===== src/design/ipv4p_pkg.sv =====
// Shared types and constants for the dotted IPv4 text parser.
// No dependencies; used by every other file of the block.
`timescale 1ns / 1ps

package ipv4p_pkg;

    // Default limit on characters consumed by one string
    localparam int MAX_CHARS_DEF = 255;

    // One character transfer on the input channel
    typedef struct packed {
        logic [7:0] ch;
        logic       first;
    } t_in_item;

    // One result transfer on the output channel
    typedef struct packed {
        logic [31:0] address;
        logic        status;
        logic [7:0]  consumed;
    } t_out_item;

    // Radix of the part being accumulated
    typedef enum logic [1:0] {
        BASE_8,
        BASE_10,
        BASE_16
    } t_base;

    localparam logic STATUS_OK      = 1'b0;
    localparam logic STATUS_INVALID = 1'b1;

endpackage


===== src/design/ipv4_dotted_text_parser_top.sv =====
// Dotted IPv4 text parser, top level: input register, mode register, parse core.
// Depends on ipv4p_pkg and ipv4p_core.
// The terminating character passes through the input register, then the result register.
// Throughput: one character per cycle unless the output stalls; the core updates state on each accepted character.
// Output stall holds the result register and, once the input register is full, the input.
// Reset (synchronous, active low): parse idle, strict mode off, both channels empty.
`timescale 1ns / 1ps

module ipv4_dotted_text_parser_top #(
    parameter int MAX_CHARS = ipv4p_pkg::MAX_CHARS_DEF
) (
    input  logic                  i_clk,
    input  logic                  i_rst_n,
    input  logic                  i_in_valid,
    input  ipv4p_pkg::t_in_item   i_in_data,
    output logic                  o_in_stall,
    output logic                  o_out_valid,
    output ipv4p_pkg::t_out_item  o_out_data,
    input  logic                  i_out_stall,
    input  logic                  i_cfg_valid,
    input  logic                  i_cfg_data,
    output logic                  o_cfg_ready
);

    logic                 r_in_valid;
    ipv4p_pkg::t_in_item  r_in;
    logic                 r_strict_mode;
    logic                 w_hold;

    assign o_in_stall  = r_in_valid && w_hold;
    assign o_cfg_ready = 1'b1;

    always_ff @(posedge i_clk) begin
        if (!i_rst_n) begin
            r_in_valid    <= 1'b0;
            r_strict_mode <= 1'b0;
        end else begin
            if (!o_in_stall) begin
                r_in_valid <= i_in_valid;
                r_in       <= i_in_data;
            end
            if (i_cfg_valid && o_cfg_ready)
                r_strict_mode <= i_cfg_data;
        end
    end

    ipv4p_core #(
        .MAX_CHARS (MAX_CHARS)
    ) u_core (
        .i_clk         (i_clk),
        .i_rst_n       (i_rst_n),
        .i_valid       (r_in_valid),
        .i_item        (r_in),
        .i_strict_mode (r_strict_mode),
        .i_out_stall   (i_out_stall),
        .o_hold        (w_hold),
        .o_out_valid   (o_out_valid),
        .o_out_data    (o_out_data)
    );

endmodule


===== src/design/ipv4p_accum.sv =====
// Part accumulator: value * radix + digit, with 32-bit overflow flag.
// Depends on ipv4p_pkg for the radix type.
`timescale 1ns / 1ps

module ipv4p_accum (
    input  logic [31:0]         i_value,
    input  ipv4p_pkg::t_base    i_base,
    input  logic [3:0]          i_digit,
    output logic [31:0]         o_value,
    output logic                o_ovf
);

    logic [35:0] w_ext;
    logic [35:0] w_prod;
    logic [35:0] w_sum;

    assign w_ext = {4'b0000, i_value};

    always_comb begin
        case (i_base)
            ipv4p_pkg::BASE_8:  w_prod = w_ext << 3;
            ipv4p_pkg::BASE_10: w_prod = (w_ext << 3) + (w_ext << 1);
            ipv4p_pkg::BASE_16: w_prod = w_ext << 4;
            default:            w_prod = w_ext << 3;
        endcase
    end

    assign w_sum   = w_prod + {32'd0, i_digit};
    assign o_value = w_sum[31:0];
    assign o_ovf   = |w_sum[35:32];

endmodule


===== src/design/ipv4p_pack.sv =====
// Address packer: joins one to four parts with the per-form width checks.
// Depends on ipv4p_pkg for the result type and status codes.
`timescale 1ns / 1ps

module ipv4p_pack #(
    parameter int MAX_CHARS = ipv4p_pkg::MAX_CHARS_DEF
) (
    input  logic [2:0]                           i_nparts,
    input  logic [$clog2(MAX_CHARS + 2)-1:0]     i_cons,
    input  logic                                 i_strict_mode,
    input  logic [31:0]                          i_p0,
    input  logic [31:0]                          i_p1,
    input  logic [31:0]                          i_p2,
    input  logic [31:0]                          i_last,
    output ipv4p_pkg::t_out_item                 o_result
);

    localparam int CW = $clog2(MAX_CHARS + 2);
    localparam logic [31:0] LIM_8  = 32'h0000_00FF;
    localparam logic [31:0] LIM_16 = 32'h0000_FFFF;
    localparam logic [31:0] LIM_24 = 32'h00FF_FFFF;

    logic        w_ok;
    logic [31:0] w_addr;

    always_comb begin
        w_ok   = 1'b0;
        w_addr = '0;
        case (i_nparts)
            3'd1: begin
                w_ok   = 1'b1;
                w_addr = i_last;
            end
            3'd2: begin
                w_ok   = (i_p0 <= LIM_8) && (i_last <= LIM_24);
                w_addr = {i_p0[7:0], i_last[23:0]};
            end
            3'd3: begin
                w_ok   = (i_p0 <= LIM_8) && (i_p1 <= LIM_8) && (i_last <= LIM_16);
                w_addr = {i_p0[7:0], i_p1[7:0], i_last[15:0]};
            end
            3'd4: begin
                w_ok   = (i_p0 <= LIM_8) && (i_p1 <= LIM_8) && (i_p2 <= LIM_8)
                         && (i_last <= LIM_8);
                w_addr = {i_p0[7:0], i_p1[7:0], i_p2[7:0], i_last[7:0]};
            end
            default: begin
                w_ok   = 1'b0;
                w_addr = '0;
            end
        endcase
        if (i_cons > CW'(MAX_CHARS))
            w_ok = 1'b0;
        if (i_strict_mode && (i_nparts != 3'd4))
            w_ok = 1'b0;
    end

    always_comb begin
        if (w_ok) begin
            o_result.address  = w_addr;
            o_result.status   = ipv4p_pkg::STATUS_OK;
            o_result.consumed = 8'(i_cons);
        end else begin
            o_result.address  = '0;
            o_result.status   = ipv4p_pkg::STATUS_INVALID;
            o_result.consumed = '0;
        end
    end

endmodule


===== src/design/ipv4p_core.sv =====
// Parse state machine: one character per cycle while the result is not stalled, part storage, result register.
// Depends on ipv4p_pkg, ipv4p_accum and ipv4p_pack.
`timescale 1ns / 1ps

module ipv4p_core #(
    parameter int MAX_CHARS = ipv4p_pkg::MAX_CHARS_DEF
) (
    input  logic                  i_clk,
    input  logic                  i_rst_n,
    input  logic                  i_valid,
    input  ipv4p_pkg::t_in_item   i_item,
    input  logic                  i_strict_mode,
    input  logic                  i_out_stall,
    output logic                  o_hold,
    output logic                  o_out_valid,
    output ipv4p_pkg::t_out_item  o_out_data
);

    localparam int CW = $clog2(MAX_CHARS + 2);

    localparam logic [7:0] CH_0   = 8'h30;
    localparam logic [7:0] CH_7   = 8'h37;
    localparam logic [7:0] CH_9   = 8'h39;
    localparam logic [7:0] CH_DOT = 8'h2E;
    localparam logic [7:0] CH_LX  = 8'h78;
    localparam logic [7:0] CH_UX  = 8'h58;
    localparam logic [7:0] CH_LA  = 8'h61;
    localparam logic [7:0] CH_LF  = 8'h66;
    localparam logic [7:0] CH_UA  = 8'h41;
    localparam logic [7:0] CH_UF  = 8'h46;

    typedef enum logic [2:0] {
        PH_IDLE,
        PH_START,
        PH_ZERO,
        PH_DEC,
        PH_OCT,
        PH_HEX,
        PH_DONE
    } t_phase;

    // {is hex digit, value}
    function automatic logic [4:0] hex_val(input logic [7:0] c);
        logic [4:0] v;
        v = '0;
        if (c >= CH_0 && c <= CH_9)
            v = {1'b1, c[3:0]};
        else if ((c >= CH_LA && c <= CH_LF) || (c >= CH_UA && c <= CH_UF))
            v = {1'b1, c[3:0] + 4'd9};
        return v;
    endfunction

    t_phase                r_phase;
    logic [31:0]           r_pv;
    logic [1:0]            r_cnt;
    logic [CW-1:0]         r_chars;
    logic [31:0]           r_parts [3];
    logic                  r_out_valid;
    ipv4p_pkg::t_out_item  r_out;

    t_phase                n_phase;
    logic [31:0]           n_pv;
    logic [1:0]            n_cnt;
    logic [CW-1:0]         n_chars;
    ipv4p_pkg::t_out_item  n_out;

    logic                  w_hold;
    logic                  w_go;
    logic [7:0]            w_c;
    logic                  w_dig;
    logic                  w_oct;
    logic [4:0]            w_hex;
    t_phase                w_ph;
    logic [31:0]           w_pv;
    logic [1:0]            w_cnt;
    logic [CW-1:0]         w_chars;
    logic [CW-1:0]         w_chars_inc;

    logic                  w_acc_en;
    t_phase                w_acc_phase;
    ipv4p_pkg::t_base      w_base;
    logic [3:0]            w_digit;
    logic [31:0]           w_acc_in;
    logic [31:0]           w_acc_out;
    logic                  w_acc_ovf;
    logic                  w_dot_en;
    logic                  w_fin_en;
    logic                  w_fail_en;

    logic                  w_parts_we;
    logic                  w_finish;
    logic                  w_fail;
    logic [2:0]            w_nparts;
    logic [CW-1:0]         w_cons;
    ipv4p_pkg::t_out_item  w_packed;

    assign w_hold = r_out_valid && i_out_stall;
    assign w_go   = i_valid && !w_hold;
    assign o_hold = w_hold;

    assign w_c         = i_item.ch;
    assign w_dig       = (w_c >= CH_0) && (w_c <= CH_9);
    assign w_oct       = (w_c >= CH_0) && (w_c <= CH_7);
    assign w_hex       = hex_val(w_c);
    // first mark restarts the parse from any phase
    assign w_ph        = i_item.first ? PH_START : r_phase;
    assign w_pv        = i_item.first ? 32'd0 : r_pv;
    assign w_cnt       = i_item.first ? 2'd0 : r_cnt;
    assign w_chars     = i_item.first ? '0 : r_chars;
    assign w_chars_inc = w_chars + 1'b1;
    assign w_acc_in    = (w_ph == PH_START) ? 32'd0 : w_pv;

    // character classification per phase
    always_comb begin
        w_acc_en    = 1'b0;
        w_acc_phase = w_ph;
        w_base      = ipv4p_pkg::BASE_10;
        w_digit     = w_c[3:0];
        w_dot_en    = 1'b0;
        w_fin_en    = 1'b0;
        w_fail_en   = 1'b0;
        case (w_ph)
            PH_START: begin
                if (!w_dig) begin
                    w_fail_en = 1'b1;
                end else begin
                    w_acc_en    = 1'b1;
                    w_acc_phase = (w_c == CH_0 && !i_strict_mode) ? PH_ZERO : PH_DEC;
                end
            end
            PH_ZERO: begin
                if (w_c == CH_LX || w_c == CH_UX) begin
                    w_acc_en    = 1'b1;
                    w_acc_phase = PH_HEX;
                    w_base      = ipv4p_pkg::BASE_16;
                    w_digit     = 4'd0;
                end else if (w_oct) begin
                    w_acc_en    = 1'b1;
                    w_acc_phase = PH_OCT;
                    w_base      = ipv4p_pkg::BASE_8;
                end else if (w_dig) begin
                    w_acc_en    = 1'b1;
                    w_acc_phase = PH_DEC;
                end else if (w_c == CH_DOT) begin
                    w_dot_en = 1'b1;
                end else begin
                    w_fin_en = 1'b1;
                end
            end
            PH_DEC: begin
                if (w_dig)
                    w_acc_en = 1'b1;
                else if (w_c == CH_DOT)
                    w_dot_en = 1'b1;
                else
                    w_fin_en = 1'b1;
            end
            PH_OCT: begin
                w_base = ipv4p_pkg::BASE_8;
                if (w_oct)
                    w_acc_en = 1'b1;
                else if (w_c == CH_DOT)
                    w_dot_en = 1'b1;
                else
                    w_fin_en = 1'b1;
            end
            PH_HEX: begin
                w_base  = ipv4p_pkg::BASE_16;
                w_digit = w_hex[3:0];
                if (w_hex[4])
                    w_acc_en = 1'b1;
                else if (w_c == CH_DOT)
                    w_dot_en = 1'b1;
                else
                    w_fin_en = 1'b1;
            end
            default: begin
                w_acc_en = 1'b0;
            end
        endcase
    end

    ipv4p_accum u_accum (
        .i_value (w_acc_in),
        .i_base  (w_base),
        .i_digit (w_digit),
        .o_value (w_acc_out),
        .o_ovf   (w_acc_ovf)
    );

    // next state and result selection
    always_comb begin
        n_phase    = w_ph;
        n_pv       = w_pv;
        n_cnt      = w_cnt;
        n_chars    = w_chars;
        w_parts_we = 1'b0;
        w_finish   = 1'b0;
        w_fail     = w_fail_en;
        w_nparts   = {1'b0, w_cnt} + 3'd1;
        w_cons     = w_chars;
        if (w_acc_en) begin
            if (w_acc_ovf) begin
                w_fail = 1'b1;
            end else begin
                n_pv    = w_acc_out;
                n_phase = w_acc_phase;
                n_chars = w_chars_inc;
                if (w_chars_inc > CW'(MAX_CHARS))
                    w_fail = 1'b1;
            end
        end
        if (w_dot_en) begin
            if (w_cnt == 2'd3) begin
                // dot after the fourth part closes the string, dot counted
                w_finish = 1'b1;
                w_nparts = 3'd4;
                w_cons   = w_chars_inc;
            end else begin
                w_parts_we = 1'b1;
                n_cnt      = w_cnt + 2'd1;
                n_pv       = 32'd0;
                n_phase    = PH_START;
                n_chars    = w_chars_inc;
                if (w_chars_inc > CW'(MAX_CHARS))
                    w_fail = 1'b1;
            end
        end
        if (w_fin_en)
            w_finish = 1'b1;

        n_out = w_packed;
        if (w_fail) begin
            n_out.address  = '0;
            n_out.status   = ipv4p_pkg::STATUS_INVALID;
            n_out.consumed = '0;
        end
        if (w_fail || w_finish)
            n_phase = PH_DONE;
    end

    ipv4p_pack #(
        .MAX_CHARS (MAX_CHARS)
    ) u_pack (
        .i_nparts      (w_nparts),
        .i_cons        (w_cons),
        .i_strict_mode (i_strict_mode),
        .i_p0          (r_parts[0]),
        .i_p1          (r_parts[1]),
        .i_p2          (r_parts[2]),
        .i_last        (w_pv),
        .o_result      (w_packed)
    );

    always_ff @(posedge i_clk) begin
        if (!i_rst_n) begin
            r_phase     <= PH_IDLE;
            r_pv        <= '0;
            r_cnt       <= '0;
            r_chars     <= '0;
            r_out_valid <= 1'b0;
        end else begin
            if (w_go) begin
                r_phase <= n_phase;
                r_pv    <= n_pv;
                r_cnt   <= n_cnt;
                r_chars <= n_chars;
                if (w_parts_we)
                    r_parts[w_cnt] <= w_pv;
                if (w_fail || w_finish)
                    r_out <= n_out;
            end
            if (!w_hold)
                r_out_valid <= w_go && (w_fail || w_finish);
        end
    end

    assign o_out_valid = r_out_valid;
    assign o_out_data  = r_out;

endmodule


===== config.mk =====
export PLATFORM = sky130hd
export DESIGN_NAME = ipv4_dotted_text_parser_top
export DESIGN_NICKNAME = d
export VERILOG_FILES = /design/src/design/ipv4p_pkg.sv /design/src/design/ipv4_dotted_text_parser_top.sv /design/src/design/ipv4p_accum.sv /design/src/design/ipv4p_pack.sv /design/src/design/ipv4p_core.sv
export SDC_FILE = /design/constraint.sdc
export NUM_CORES = 1
export LEC_CHECK = 0
export BUFFER_PORTS_ARGS = -buffer_cell sky130_fd_sc_hd__buf_4
export CORE_AREA = 2 2 169 171
export CTS_CLUSTER_DIAMETER = 80
export DETAILED_ROUTE_END_ITERATION = 10
export DIE_AREA = 0 0 171 173
export GPL_ROUTABILITY_DRIVEN = 0
export PLACE_DENSITY_LB_ADDON = 0.2
export SLEW_MARGIN = 25
export SYNTH_ARGS = -nofsm -noshare
export SYNTH_HDL_FRONTEND = slang
export SYNTH_SLANG_ARGS = --single-unit

===== constraint.sdc =====
create_clock -name i_clk -period 11.7 [get_ports i_clk]
set_input_delay 1.17 -clock i_clk [delete_from_list [all_inputs] [get_ports i_clk]]
set_output_delay 1.17 -clock i_clk [all_outputs]
set_load 0.03 [all_outputs]

==> summary.md, run 1 <==
| Metric | Value |
|---|---|
| Initial Util | 49.4% |
| Hold slack | 485 ps |
| Grt total ovfl | 0 |
| Sequential share of the synthesized area | 39.3% |
| Initial antenna violation count | 0 |
| Synth Area in Simple Gates | 22.6% |
| Max_cap viols | 0 |
| XOR/XNOR Fraction of Synth Area | 4.56% |
| Num CTS Buffers | 17 |
| Critical Path Fanout Max | 25 |
| Kind of critical path | flip-flop to flip-flop |
| CP Launch Type | flip-flop |
| Crit path DAT | 8330 ps |
| Die Span Y | 173 um |
| WP data required | 12100 ps |
| Overall via count from detail_route | 12600 |
| Cells after Synth | 1557 |
| Ys flop type | edfxtp_1 |
| Most used cell along the critical path | ha_1 |
| Clock root buffer | clkbuf_16 |
| Post-CTS setup buffers | 0 |
| Worst Path Buf+Inv | 1 |
| Mapped cell area | 0.0136 mm^2 |
| Syn_area_per_cell | 8.76 um^2 |
| CP top delay family | simple AND/OR/NAND/NOR gates |
| Post-DP HPWL | 29700 um |
| Post-synth EDFFs | 146 |
| Peak VDD IR | 0.0000771 V |
| Fin. max-slew vios | 0 |
| GRT Total Usage | 28.3% |
| Worst slew pin tran | 1010 ps |
| Design Area, Final | 0.0147 mm^2 |
| Share of cells above drive strength 1 | 9.74% |
| Final hold viol count | 0 |
| WP depth | 23 |
| Unrepaired setup endpoints after global routing | no |
| Tcrit/Tclk final | 67.8% |
| Io pins | 59 |
| Worst rel slew slack | 32.4% |
| Final setup margin | 3760 ps |
| CTS resizes | 0 |
| Yosys warns | 0 |
| Critical R2R Capture | u_core.r_pv[5]$_SDFFE_PN0P_ |
| Worst-Skew Late Latency | 450 ps |
| R2R depth | 23 |
| Final Power | 1.38 mW |
| DRT iter0 DRCs | 1904 |
| Core Util, Final | 53.1% |
| CTS Sinks | 195 |
| Ant diodes | 0 |
| Mux cell area share after synthesis | 1.25% |
| Vias in the first global route | 11000 |
| Fmax | 126 MHz |
| Reg clk slew, reported paths | 80 ps |
| DRT Pass-1 Iters | 6 |
| Non-Filler Instances | 1918 |
| Hold Path Stages | 1 |
| Post-synthesis compound-gate area fraction | 23.2% |
| Synth Area in Adders | 2.85% |
| Filler cells | 2597 |
| Largest net degree at the start of global routing | 55 |
| Die X | 171 um |
| Worst slack, placed | 3930 ps |
| Area of placed instances | 0.0141 mm^2 |
| First-pass GRT wire length | 65000 um |
| Setup tns final | 0 ps |
| Final ANT Viol Nets | 0 |
| Final Skew | 14.9 ps |
| R2r startpoint | r_in[1]$_DFFE_PP_ |
| Crit path capture type | flip-flop |
| Max incr delay on CP | 900 ps |
| CTS max path bufs | 2 |
| DRC | 0 |
| R2R Setup Slk | 3760 ps |
| H-tree levels | 4 |
| Crit path time final | 7940 ps |
| Pwr Density | 94.3 mW/mm^2 |
| Num rows | 61 |
| Seq cells post-synth | 195 |
| CTS tree | yes |
| NumNets Final | 1567 |
| Worst hold path class | flip-flop to flip-flop |
| Drt total wl | 42100 um |
| Placed Instances | 1887 |
| Vias per inst | 6.55 |
| Largest family of logic cells by synthesized area | compound AO/OA/AOI/OAI gates |
| Final setup viols | 0 |
| Wirelength per Cell | 21.9 um |
| Crit-path slowest cell | and2_1 |
| Leakage | 5.24 nW |
| Hold Path Origin | u_core.r_pv[31]$_SDFFE_PN0P_ |
| Worst hold endpoint | u_core.r_pv[31]$_SDFFE_PN0P_ |
| Area of the core | 0.0276 mm^2 |
| Synthesized net count | 1596 |
| Die area | 0.0296 mm^2 |
| # hold bufs at CTS | 0 |
| Asr flop ratio synth | 0% |
| Yosys cell types | 103 |
| I/O Buffers | 57 |
| Worst-path cell chain | inv_1 -> ha_1 -> nor3b_1 -> and3_1 -> o211ai_1 -> and2_1 -> ha_1 -> nand2b_1 -> or3_1 -> a21oi_1 -> ha_1 -> a21oi_1 -> a211oi_1 -> nand2_2 -> nand4bb_4 -> nand2b_1 -> or3_4 -> nor3_1 -> nor3b_2 -> o2111ai_2 -> a21boi_4 -> and2_1 -> a32o_1 |
| Area Overhead vs Synth | 7.55% |
| Status | finished clean |
-- cells in the final DEF (no fill, tap or decap), types with 11 or more instances in the layout --
cell type,count
clkbuf_16,17
ha_1,23
and3_1,30
nand2b_1,28
nor3_1,69
a211oi_1,11
edfxtp_1,146
xor2_1,32
o211ai_1,18
nor2b_1,27
nand2_1,123
and2_1,18
o21ai_0,95
nand4_1,24
nand3_1,43
a22o_1,32
a31oi_1,45
buf_4,80
dfxtp_1,49
inv_1,61
o21a_1,13
mux2i_1,17
xnor2_1,39
o22ai_1,17
a21oi_1,77
nor4_1,25
a21o_1,14
a22oi_1,21
nor2_1,133
-- how the worst max path moves through the flow --
stage                      start                                 end
2_1_floorplan  r_in[0]$_DFFE_PP_  u_core.o_out_data[0]$_SDFFCE_PP0P_
3_3_place_gp   r_in[1]$_DFFE_PP_         u_core.r_pv[5]$_SDFFE_PN0P_
3_5_place_dp   r_in[1]$_DFFE_PP_         u_core.r_pv[5]$_SDFFE_PN0P_
4_1_cts        r_in[1]$_DFFE_PP_         u_core.r_pv[5]$_SDFFE_PN0P_
5_1_grt        r_in[1]$_DFFE_PP_         u_core.r_pv[5]$_SDFFE_PN0P_
6_report       r_in[1]$_DFFE_PP_         u_core.r_pv[5]$_SDFFE_PN0P_
-- cell usage after synthesis (all sizes together), types with 19 or more instances --
| master | number | share of area (%) |
|---|---|---|
| nand3 | 43 | 1.6 |
| nor2 | 137 | 3.8 |
| dfxtp | 49 | 7.2 |
| inv | 62 | 1.7 |
| nor2b | 27 | 1.2 |
| edfxtp | 146 | 32 |
| xnor2 | 39 | 2.5 |
| a22o | 32 | 2.1 |
| o21ai | 101 | 3.7 |
| buf | 63 | 2.7 |
| and3 | 30 | 1.4 |
| nand2 | 125 | 3.5 |
| ha | 23 | 2.1 |
| nor3 | 69 | 2.5 |
| a31oi | 45 | 2.1 |
| xor2 | 32 | 2.1 |
| clkbuf | 65 | 1.8 |
| nor4 | 25 | 1.1 |
| nand2b | 28 | 1.3 |
| o211ai | 19 | 1.1 |
| nand4 | 24 | 1.1 |
| a21oi | 79 | 2.9 |
| a22oi | 21 | 1.2 |
-- state kept, by name, summed over array words and instances, names as in the netlist --
signal	flops
u_core.r_chars	9
u_core.r_parts	96
u_core.r_cnt	2
r_strict_mode	1
r_in_valid	1
r_in	9
u_core.o_out_valid	1
u_core.o_out_data	41
u_core.r_pv	32
u_core.r_phase	3
-- power by group --
| part | internal (mW) | switching, mW |
|---|---|---|
| combinational | 0.0232 | 0.0630 |
| sequential | 0.741 | 0.00690 |
| clock | 0.274 | 0.275 |
-- kinds of logic (layout without fill, tap and decap cells) --
family	Yosys count	in the layout
multiplexers	17	17
AND/OR/NAND/NOR	594	594
XOR/XNOR	71	71
flip-flops	195	195
AO/OA/AOI/OAI	456	456
buffers and inverters	191	174
adder cells (fa/ha/maj)	32	32
other	1	1
-- metal layers --
layer  share of wire, %  up-vias  track usage [%]
met2                 43      704             40.0
met4                3.2        0             10.1
met1                 44     5992             43.2
met3                9.8      100             4.88
met5                  0        -                0
li1                   -     5775                -
-- final cells by class --
class	instances	area, um^2	share of cell area (%)
Multi-Input combinational cell	1171	7470	50.9
Clock inverter	13	101	0.691
Timing Repair Buffer	80	601	4.09
Tap cell	378	473	3.22
Sequential cell	195	5370	36.6
Clock buffer	18	429	2.92
Inverter	63	236	1.61
No activity file was read; power rests on OpenSTA's default activity.
==> inputs of run 2 (changes only) <==
==> constraint.sdc (replaced) <==
create_clock -name i_clk -period 7.2 [get_ports i_clk]
set_input_delay 0.72 -clock i_clk [delete_from_list [all_inputs] [get_ports i_clk]]
set_output_delay 0.72 -clock i_clk [all_outputs]
set_load 0.03 [all_outputs]
==> run 2 against run 1 <==
Net effect:
- die area stayed put
- critical path depth stayed put
- sequential power is 62% higher
- combinational power is 71% higher
- cell count is 0.73% higher
- sequential share of layout area is 0.47 points lower
- maximum frequency is 20% higher
- hold slack worse by 32 ps
- global-route usage is 0.064 points lower
- routed wire length hardly changed
- non-clock buffer count is 13 higher
- final area is 1.3% higher
==> summary.md, run 2 (synthesis results as in run 1) <==
| Metric | Value |
|---|---|
| Status | finished clean |
| Tcrit/Tclk final | 92.2% (+24 points) |
| CTS max path bufs | 2 (unchanged) |
| First-pass GRT wire length | 65200 um (+0.26%) |
| Worst slew pin tran | 988 ps (-26.6 ps) |
| Die area | 0.0296 mm^2 (unchanged) |
| Non-Filler Instances | 1932 (+0.73%) |
| Unrepaired setup endpoints after global routing | no |
| WP data required | 7310 ps (-4790 ps) |
| Worst hold path class | input port to flip-flop |
| NumNets Final | 1580 (+0.83%) |
| Die Span Y | 173 um (unchanged) |
| Placed Instances | 1900 (+0.69%) |
| Vias in the first global route | 11400 (+3.2%) |
| Die X | 171 um (unchanged) |
| GRT Total Usage | 28.3% (-0.064 points) |
| Crit-path slowest cell | fa_1 |
| Reg clk slew, reported paths | 70 ps (about the same) |
| Most common cell after layout, fill and taps aside | edfxtp_1 |
| R2R depth | 23 (unchanged) |
| Max_cap viols | 0 (unchanged) |
| Largest reg by FF count | u_core.r_parts |
| Ant diodes | 0 (unchanged) |
| Largest net degree at the start of global routing | 50 (-9.1%) |
| Num CTS Buffers | 17 (unchanged) |
| CTS tree | yes |
| Core Util, Final | 53.8% (+0.68 points) |
| Fin. max-slew vios | 0 (unchanged) |
| Max FFs per register | 96 (unchanged) |
| CP Launch Type | flip-flop |
| Kind of critical path | flip-flop to flip-flop |
| Worst-path cell chain | inv_1 -> ha_1 -> nor3b_1 -> nand3_1 -> o31ai_1 -> nand2_1 -> ha_1 -> nor2b_1 -> buf_4 -> nand3_1 -> fa_1 -> nor2b_1 -> o21ai_0 -> nand2b_1 -> nor3_1 -> and3b_1 -> nor3b_2 -> a21boi_0 -> o2111ai_2 -> a31oi_1 -> or2_2 -> a21oi_4 -> buf_6 |
| Max incr delay on CP | 480 ps (-420 ps) |
| Worst rel slew slack | 33.9% (+1.5 points) |
| DRT iter0 DRCs | 1728 (-9.2%) |
| DRT Pass-1 Iters | 5 (-1) |
| Wirelength per Cell | 21.8 um (-0.67%) |
| CTS Sinks | 195 (unchanged) |
| Final setup viols | 0 (unchanged) |
| Initial Util | 49.4% (unchanged) |
| Highest-count cells in the layout ignoring fill and taps | 146 x edfxtp_1, 133 x nor2_1, 123 x nand2_1 |
| Crit path capture type | flip-flop |
| Area of placed instances | 0.0142 mm^2 (+0.78%) |
| Clock root buffer | clkbuf_16 |
| Fmax | 151 MHz (+20%) |
| Critical Path Fanout Max | 41 (+64%) |
| Share of cells above drive strength 1 | 10.7% (+0.94 points) |
| Final Skew | 13.4 ps (-1.48 ps) |
| Peak VDD IR | 0.000108 V (+41%) |
| Setup tns final | 0 ps (unchanged) |
| Crit path time final | 6640 ps (-1300 ps) |
| Pwr Density | 158 mW/mm^2 (+68%) |
| Crit path DAT | 6740 ps (-1590 ps) |
| Hold Path Stages | 1 (unchanged) |
| # hold bufs at CTS | 0 (unchanged) |
| Worst-Skew Late Latency | 450 ps (about the same) |
| Final ANT Viol Nets | 0 (unchanged) |
| H-tree levels | 4 (unchanged) |
| Design Area, Final | 0.0149 mm^2 (+1.3%) |
| Num rows | 61 (unchanged) |
| Area Overhead vs Synth | 8.93% |
| DRC | 0 (unchanged) |
| Initial antenna violation count | 1 (+1) |
| Leakage | 5.34 nW (+2.0%) |
| Area of the core | 0.0276 mm^2 (unchanged) |
| I/O Buffers | 57 (unchanged) |
| Overall via count from detail_route | 12500 (-0.18%) |
| Post-DP HPWL | 30200 um (+1.6%) |
| Final hold viol count | 0 (unchanged) |
| Drt total wl | 42100 um (about the same) |
| Io pins | 59 (unchanged) |
| Vias per inst | 6.50 (-0.90%) |
| Grt total ovfl | 0 (unchanged) |
-- run 2: repair_timing --
action,4_1_cts,5_1_grt
setup buffers,0,0
resized for setup,0,2
endpoints found under the setup margin,0,41
-- run 2: path summary, 6_finish.rpt --
kind | startpoint | end | slack [ps]
hold / removal | i_in_data[0] | r_in[0]$_DFFE_PP_ | 450
setup reg to reg | r_in[1]$_DFFE_PP_ | u_core.o_out_data[30]$_SDFFCE_PP0P_ | 560
setup / recovery | r_in[1]$_DFFE_PP_ | u_core.o_out_data[30]$_SDFFCE_PP0P_ | 560
hold reg to reg | u_core.r_pv[31]$_SDFFE_PN0P_ | u_core.r_pv[31]$_SDFFE_PN0P_ | 480
-- run 2: worst max-delay path, delay by kind of cell, from the launching register on --
family / cells / cell delay [ps]
AOI/OAI and AO/OA: 6 / 1410
DFF: 1 / 470
and+or+nand+nor: 11 / 2610
adders and majority gates: 3 / 980
buffers and inverters: 3 / 770
-- run 2: area by class of cell --
| type | count | area, um^2 |
|---|---|---|
| well taps | 378 | 473 |
| flip-flops and latches | 195 | 5370 |
| clock buffers | 18 | 429 |
| multi-input cells | 1171 | 7470 |
| repair buffers | 93 | 714 |
| fillers | 2578 | 12800 |
| inverters | 63 | 236 |
| clock inverters | 14 | 171 |
-- run 2: layer usage --
metal	wire [um]	vias up	GRT usage (%)
li1	-	5786	-
met1	18200	5923	41.1
met2	17900	728	41.1
met3	4330	112	5.33
met4	1680	0	11.7
met5	0	-	0
-- run 2: metrics by stage --
stage	total power [mW]	hold slack [ps]	worst slack, ps
2_1_floorplan	1.33	447	448
3_3_place_gp	1.38	461	662
3_5_place_dp	1.38	465	515
4_1_cts	2.36	438	446
5_1_grt	2.41	439	147
6_report	2.35	453	565
-- run 2: where the power goes --
group | leakage, nW | internal, mW | total [mW] | switching (mW)
clock | 0.284 | 0.525 | 0.987 | 0.462
sequential | 1.75 | 1.20 | 1.21 | 0.0103
combinational | 3.31 | 0.0419 | 0.147 | 0.105
